**config.mk**
```make
export PLATFORM = sky130hd
export DESIGN_NAME = sorted_unique_key_table
export DESIGN_NICKNAME = d
export VERILOG_FILES = /design/src/rtl/sukt_pkg.sv /design/src/rtl/sorted_unique_key_table.sv /design/src/rtl/sukt_ctrl.sv /design/src/rtl/sukt_dp.sv
export SDC_FILE = /design/constraint.sdc
export NUM_CORES = 2
export LEC_CHECK = 0
export BUFFER_PORTS_ARGS = -buffer_cell sky130_fd_sc_hd__buf_2
export CAP_MARGIN = 20
export CORE_ASPECT_RATIO = 1.75
export CORE_MARGIN = 4
export CORE_UTILIZATION = 55
export DETAILED_ROUTE_END_ITERATION = 10
export PLACE_DENSITY = 0.78
export SLEW_MARGIN = 15
export SYNTH_ARGS = -nofsm -noshare
export SYNTH_HDL_FRONTEND = slang
export SYNTH_SLANG_ARGS = --single-unit
export TNS_END_PERCENT = 20
```
**constraint.sdc**
```tcl
create_clock -name clk -period 13.25 [get_ports clk]
set_input_delay 0.6625 -clock clk [delete_from_list [all_inputs] [get_ports clk]]
set_output_delay 0.6625 -clock clk [all_outputs]
set_load 0.03 [all_outputs]
```
**src/rtl/sukt_pkg.sv**
```systemverilog
// package: types, codes and sizes shared by the sorted key table modules
package sukt_pkg;

	localparam int CAPACITY = 16;
	localparam int IDX_W    = (CAPACITY > 1) ? $clog2(CAPACITY) : 1;
	localparam int CNT_W    = $clog2(CAPACITY + 1);

	localparam logic [1:0] OP_INSERT = 2'd0;
	localparam logic [1:0] OP_REMOVE = 2'd1;
	localparam logic [1:0] OP_READ   = 2'd2;

	localparam logic [2:0] RC_DONE      = 3'd0;
	localparam logic [2:0] RC_DUP       = 3'd1;
	localparam logic [2:0] RC_NOTFOUND  = 3'd2;
	localparam logic [2:0] RC_FULL      = 3'd3;
	localparam logic [2:0] RC_EMPTYPOS  = 3'd4;

	typedef struct packed {
		logic [1:0]  operation;
		logic [15:0] pid;
		logic [1:0]  status_in;
		logic [31:0] counter_in;
		logic [63:0] name_in;
		logic [3:0]  position;
	} req_t;

	typedef struct packed {
		logic [2:0]  result_code;
		logic [15:0] entry_pid;
		logic [1:0]  entry_status;
		logic [31:0] entry_counter;
		logic [63:0] entry_name;
		logic [4:0]  entry_count;
	} rsp_t;

	typedef struct packed {
		logic [15:0] key;
		logic [1:0]  status;
		logic [31:0] counter;
		logic [63:0] name;
	} entry_t;

	typedef enum logic [1:0] {
		ST_IDLE,
		ST_COMPARE,
		ST_APPLY
	} ctrl_state_t;

	typedef struct packed {
		logic capture;
		logic compare;
		logic apply;
	} dp_cmd_t;

endpackage

```
**src/rtl/sorted_unique_key_table.sv**
```systemverilog
// top level: sorted process table with unique 16-bit keys
// an accepted word passes the compare state, then the apply state
// apply waits on a stalled response; the next word can be taken during apply
// in idle, a new word is accepted while a finished response still waits to be taken
// reset: asynchronous, active low; empties the table, record contents are not cleared
module sorted_unique_key_table (
	input  logic            clk,
	input  logic            arst_n,
	input  logic            req_valid,
	output logic            req_stall,
	input  sukt_pkg::req_t  req,
	output logic            rsp_valid,
	input  logic            rsp_stall,
	output sukt_pkg::rsp_t  rsp
);

	sukt_pkg::dp_cmd_t cmd;

	sukt_ctrl u_ctrl (
		.clk       (clk),
		.arst_n    (arst_n),
		.req_valid (req_valid),
		.req_stall (req_stall),
		.rsp_valid (rsp_valid),
		.rsp_stall (rsp_stall),
		.cmd       (cmd)
	);

	sukt_dp u_dp (
		.clk    (clk),
		.arst_n (arst_n),
		.cmd    (cmd),
		.req    (req),
		.rsp    (rsp)
	);

endmodule

```
**src/rtl/sukt_ctrl.sv**
```systemverilog
// controller: sequencing of capture, compare and apply, plus response valid
module sukt_ctrl (
	input  logic               clk,
	input  logic               arst_n,
	input  logic               req_valid,
	output logic               req_stall,
	output logic               rsp_valid,
	input  logic               rsp_stall,
	output sukt_pkg::dp_cmd_t  cmd
);

	sukt_pkg::ctrl_state_t state_q;
	sukt_pkg::ctrl_state_t state_d;
	logic                  rsp_valid_q;
	logic                  out_free;

	// the response register can take a new word this cycle
	assign out_free = !rsp_valid_q || !rsp_stall;

	always_comb begin
		state_d = state_q;
		case (state_q)
			sukt_pkg::ST_IDLE: begin
				if (req_valid) begin
					state_d = sukt_pkg::ST_COMPARE;
				end
			end
			sukt_pkg::ST_COMPARE: begin
				state_d = sukt_pkg::ST_APPLY;
			end
			sukt_pkg::ST_APPLY: begin
				if (out_free) begin
					state_d = req_valid ? sukt_pkg::ST_COMPARE : sukt_pkg::ST_IDLE;
				end
			end
			default: begin
				state_d = sukt_pkg::ST_IDLE;
			end
		endcase
	end

	always_comb begin
		req_stall   = 1'b1;
		cmd.compare = 1'b0;
		cmd.apply   = 1'b0;
		case (state_q)
			sukt_pkg::ST_IDLE: begin
				req_stall = 1'b0;
			end
			sukt_pkg::ST_COMPARE: begin
				cmd.compare = 1'b1;
			end
			sukt_pkg::ST_APPLY: begin
				cmd.apply = out_free;
				req_stall = !out_free;
			end
			default: begin
				req_stall = 1'b1;
			end
		endcase
		cmd.capture = req_valid && !req_stall;
	end

	always_ff @(posedge clk or negedge arst_n) begin
		if (!arst_n) begin
			state_q     <= sukt_pkg::ST_IDLE;
			rsp_valid_q <= 1'b0;
		end else begin
			state_q <= state_d;
			if (cmd.apply) begin
				rsp_valid_q <= 1'b1;
			end else if (!rsp_stall) begin
				rsp_valid_q <= 1'b0;
			end
		end
	end

	assign rsp_valid = rsp_valid_q;

`ifndef ASSERT_OFF
	a_rsp_from_apply: assert property (@(posedge clk) disable iff (!arst_n)
		$rose(rsp_valid_q) |-> $past(state_q == sukt_pkg::ST_APPLY))
		else $error("response valid rose without an apply cycle");

	a_accept_to_compare: assert property (@(posedge clk) disable iff (!arst_n)
		cmd.capture |=> (state_q == sukt_pkg::ST_COMPARE))
		else $error("accepted word not followed by compare");

	a_compare_to_apply: assert property (@(posedge clk) disable iff (!arst_n)
		(state_q == sukt_pkg::ST_COMPARE) |=> (state_q == sukt_pkg::ST_APPLY))
		else $error("compare not followed by apply");
`endif

endmodule

```
**src/rtl/sukt_dp.sv**
```systemverilog
// datapath: sorted record registers, parallel key compare and shift network
module sukt_dp (
	input  logic               clk,
	input  logic               arst_n,
	input  sukt_pkg::dp_cmd_t  cmd,
	input  sukt_pkg::req_t     req,
	output sukt_pkg::rsp_t     rsp
);

	sukt_pkg::req_t                      req_q;
	sukt_pkg::entry_t                    tbl_q [sukt_pkg::CAPACITY];
	sukt_pkg::entry_t                    tbl_d [sukt_pkg::CAPACITY];
	sukt_pkg::entry_t                    ins_tbl [sukt_pkg::CAPACITY];
	sukt_pkg::entry_t                    rem_tbl [sukt_pkg::CAPACITY];
	sukt_pkg::entry_t                    new_entry;
	sukt_pkg::entry_t                    rd_entry;
	logic [sukt_pkg::CNT_W-1:0]          fill_q;
	logic [sukt_pkg::CNT_W-1:0]          fill_d;
	logic [sukt_pkg::CAPACITY-1:0]       lt_q;
	logic [sukt_pkg::CAPACITY-1:0]       eq_q;
	logic                                hit;
	sukt_pkg::rsp_t                      rsp_d;
	sukt_pkg::rsp_t                      rsp_q;

	assign new_entry.key     = req_q.pid;
	assign new_entry.status  = req_q.status_in;
	assign new_entry.counter = req_q.counter_in;
	assign new_entry.name    = req_q.name_in;
	assign hit               = |eq_q;

	// held keys are sorted, so the below-key mask is a run of ones from slot zero
	genvar j;
	generate
		for (j = 0; j < sukt_pkg::CAPACITY; j++) begin : g_slot
			if (j == 0) begin : g_first
				assign ins_tbl[j] = lt_q[j] ? tbl_q[j] : new_entry;
			end else begin : g_rest
				assign ins_tbl[j] = lt_q[j] ? tbl_q[j] :
					(lt_q[j-1] ? new_entry : tbl_q[j-1]);
			end
			if (j == sukt_pkg::CAPACITY - 1) begin : g_last
				assign rem_tbl[j] = tbl_q[j];
			end else begin : g_lower
				assign rem_tbl[j] = lt_q[j] ? tbl_q[j] : tbl_q[j+1];
			end
		end
	endgenerate

	always_comb begin
		tbl_d    = tbl_q;
		fill_d   = fill_q;
		rd_entry = tbl_q[sukt_pkg::IDX_W'(req_q.position)];
		rsp_d    = '0;
		rsp_d.result_code = sukt_pkg::RC_DONE;
		case (req_q.operation)
			sukt_pkg::OP_INSERT: begin
				if (hit) begin
					rsp_d.result_code = sukt_pkg::RC_DUP;
				end else if (int'(fill_q) >= sukt_pkg::CAPACITY) begin
					rsp_d.result_code = sukt_pkg::RC_FULL;
				end else begin
					tbl_d  = ins_tbl;
					fill_d = fill_q + sukt_pkg::CNT_W'(1);
				end
			end
			sukt_pkg::OP_REMOVE: begin
				if (hit) begin
					tbl_d  = rem_tbl;
					fill_d = fill_q - sukt_pkg::CNT_W'(1);
				end else begin
					rsp_d.result_code = sukt_pkg::RC_NOTFOUND;
				end
			end
			sukt_pkg::OP_READ: begin
				if (int'(req_q.position) < int'(fill_q)) begin
					rsp_d.entry_pid     = rd_entry.key;
					rsp_d.entry_status  = rd_entry.status;
					rsp_d.entry_counter = rd_entry.counter;
					rsp_d.entry_name    = rd_entry.name;
				end else begin
					rsp_d.result_code = sukt_pkg::RC_EMPTYPOS;
				end
			end
			default: begin
				rsp_d.result_code = sukt_pkg::RC_DONE;
			end
		endcase
		rsp_d.entry_count = 5'(fill_d);
	end

	always_ff @(posedge clk or negedge arst_n) begin
		if (!arst_n) begin
			fill_q <= '0;
		end else if (cmd.apply) begin
			fill_q <= fill_d;
		end
	end

	always_ff @(posedge clk) begin
		if (cmd.capture) begin
			req_q <= req;
		end
		if (cmd.compare) begin
			for (int i = 0; i < sukt_pkg::CAPACITY; i++) begin
				lt_q[i] <= (i < int'(fill_q)) && (tbl_q[i].key < req_q.pid);
				eq_q[i] <= (i < int'(fill_q)) && (tbl_q[i].key == req_q.pid);
			end
		end
		if (cmd.apply) begin
			tbl_q <= tbl_d;
			rsp_q <= rsp_d;
		end
	end

	assign rsp = rsp_q;

`ifndef ASSERT_OFF
	a_fill_bound: assert property (@(posedge clk) disable iff (!arst_n)
		int'(fill_q) <= sukt_pkg::CAPACITY)
		else $error("fill level above capacity");

	a_keys_unique: assert property (@(posedge clk) disable iff (!arst_n)
		cmd.apply |-> $onehot0(eq_q))
		else $error("more than one held key matches");

	a_keys_sorted: assert property (@(posedge clk) disable iff (!arst_n)
		cmd.apply |-> ((lt_q & (lt_q + 1'b1)) == '0))
		else $error("below-key mask is not a prefix, table out of order");
`endif

endmodule
```
==> impl_metrics.py <==
metrics = {
    "yosys": {
        "yosysWarnings": 0,
        "syn_inst": 9574,
        "syn-num-nets": 9960,
        "ys_types": 51,
        "async_flop_share_pct": 0.380,
        "yosysSeqAreaShare_pct": 52.9,
        "synth_ff_type": "edfxtp_1",
        "synth-edff-count": 2098,
        "synth_area_um2": 119000,
        "synth.avg_cell_area_um2": 12.5,
        "ys_ff_latch": 2106,
    },
    "worst_hold_path": {
        "hp-class": "input pin to flip-flop",
    },
    "setup_path": {
        "worstPathArrival_ns": 5.33,
        "required_ns": 13.85,
        "critPathCaptureType": "flip-flop",
        "path_max_fanout": 230,
        "critPathLaunchType": "flip-flop",
        "worstSetupPathType": "flip-flop to flip-flop",
        "r2r_setup_slack_ns": 8.52,
    },
    "clocking": {
        "numCtsBuffers": 202,
        "clkLatencyLatePin_ns": 0.91,
        "clk_pin_slew_ns": 0.07,
        "clock-root-buffer": "clkbuf_16",
        "clockBufferDepth": 4,
        "cts_tree": "yes",
        "cts_setup_buffers": 0,
        "cts_hold_buf": 97,
        "clock-sinks": 2106,
        "cts_resized": 0,
        "cts-htree-levels": 4,
    },
    "finish": {
        "layout-drive-gt1-share_pct": 13.2,
        "finalCoreUtilization_pct": 60.0,
        "syn_to_final_growth_pct": 8.63,
        "final_common_cell": "edfxtp_1",
        "fin_nets": 9801,
        "mostFrequentLayoutCells": "edfxtp_1, mux2i_1, nand2_1, o21ai_1, mux4_2",
    },
    "drt": {
        "routed_wl_um": 379000,
        "drc": 0,
        "dr.pass1.iters": 9,
        "vias_per_cell": 6.85,
        "wl_per_cell_um": 30.5,
        "ant_nets": 0,
        "drt_iter0_drc": 12700,
        "vias": 85100,
    },
    "placement": {
        "dp_hpwl_um": 207000,
        "numPortBuffers": 247,
        "place.gp.congestion": 0.950,
    },
    "power": {
        "vdd_drop_max_mv": 0.165,
        "total_leakage_power_nw": 46.0,
        "p_per_area_nw_per_um2": 133,
    },
    "timing": {
        "finalHoldViolCount": 0,
        "worst_pin_slew_ns": 1.22,
        "finalCriticalPeriod_ns": 4.73,
        "finalCritPeriodShare_pct": 35.7,
        "finalSetupViolations": 0,
        "relSlewSlack_pct": 19.0,
        "fin_skew_ns": 0.0762,
        "rsz0062_at_grt": "false",
        "maxSlewViolCount": 0,
        "finalSetupTns_ns": 0,
        "fmax_ghz": 0.211,
    },
    "global_route": {
        "grt_use_met1_pct": 41.2,
        "overflow": 0,
        "grt_max_degree": 295,
        "gr-usage-met2_pct": 52.5,
        "grt_pass1_vias": 84400,
        "use_met3_pct": 5.77,
        "busiest_layer": "met2",
        "grt.total_usage_pct": 32.6,
        "grt_pass1_wl_um": 553000,
        "antenna_found_initial": 24,
    },
    "floorplan": {
        "die-area_um2": 225000,
        "start_util_pct": 55.2,
        "core_area_um2": 216000,
        "io_pins": 248,
        "rows": 226,
        "dieHeight_um": 625,
        "die_w_um": 360,
    },
    "outcome": {
        "status": "complete, no violations",
    },
    "run": {
        "maxCapViolations": 0,
    },
}
## Yosys cell counts (33+ instances only)
master	n	share of area, %
inv_1	38	0.12
a21oi_1	74	0.31
clkbuf_1	607	1.9
mux2_1	99	0.93
buf_6	34	0.32
o21ai_1	1630	6.8
buf_2	160	0.67
ha_1	262	2.7
nor2_1	180	0.57
nor2b_1	145	0.76
edfxtp_1	2098	53
mux4_2	570	11
nand4_1	44	0.23
a21o_1	33	0.21
mux2i_1	1711	14
nand2_1	1642	5.2
## critical path, cell delays in order (launching register included)
cell and delay [ns]:
edfxtp_1 0.57, nor2b_4 0.24, buf_12 0.67, buf_4 0.82, buf_4 0.77, buf_4 0.81, mux2_1 0.38
## final cells by class
class	count	area [um2]
timing repair buffer	478	3750
tap	2850	3570
inverter	44	173
sequential	2106	63200
multi-input combinational	6583	52600
clock inverter	117	1170
fill	16600	86500
antenna	10	25.0
clock buffer	243	5320
## path summary, 6_finish.rpt
path	end	depth (start not counted)	start
worst max-delay path	u_dp.tbl_q[1781]	6	u_dp.req_q[118]
worst min-delay path	u_dp.req_q[118]	1	req[118]
worst max register to register	u_dp.tbl_q[1781]	6	u_dp.req_q[118]
worst min register to register	u_dp.tbl_q[114]	2	u_dp.rem_tbl[0]
max in group asynchronous	u_dp.fill_q[1]	2	arst_n
min in group asynchronous	u_dp.fill_q[2]	2	arst_n
## where the power goes
part | internal (mW) | total [mW] | switching, mW
logic | 1.27 | 3.36 | 2.09
registers | 7.70 | 7.96 | 0.263
clock network | 3.32 | 5.97 | 2.65
## metrics by stage
stage          std cells  cell area, um2  hold slack [ns]  power [mW]  setup slack [ns]
2_1_floorplan       9574          119000            0.367        10.3              3.68
3_3_place_gp       12000          122000            0.522        11.2              8.68
3_5_place_dp       12000          122000            0.546        11.3              8.62
4_1_cts            12400          130000          0.00308        17.2              8.56
5_1_grt            12400          130000           0.0253        17.8              8.22
6_report           12400          130000           0.0177        17.3              8.52
## flip-flops by register name, summed over array words and instances, names as in the netlist
| signal | count |
|---|---|
| u_dp.rsp | 122 |
| u_dp.fill_q | 5 |
| u_ctrl.state_q | 2 |
| u_dp.lt_q | 16 |
| u_dp.new_entry | 114 |
| u_dp.tbl_q | 1710 |
| u_dp.eq_q | 16 |
| u_ctrl.rsp_valid | 1 |
| u_dp.rem_tbl | 114 |
| u_dp.req_q | 6 |
## metal layers
layer / routed length [um] / vias up / part of all wire [%]
li1: - / 35900 / -
met2: 178000 / 5890 / 47
met3: 39000 / 1431 / 10
met1: 134000 / 41900 / 35
met5: 100 / - / 0.026
met4: 27600 / 16 / 7.3
## cell families after synthesis
group           after synthesis  synth area share (%)
xor+xnor                      7                0.0513
buf+inv                     885                  3.22
flops                      2106                  52.9
compound gates             1830                  7.89
fa+ha+maj                   262                  2.74
simple gates               2103                  7.17
mux                        2381                  26.0
Power figures use the tool's default switching activity.
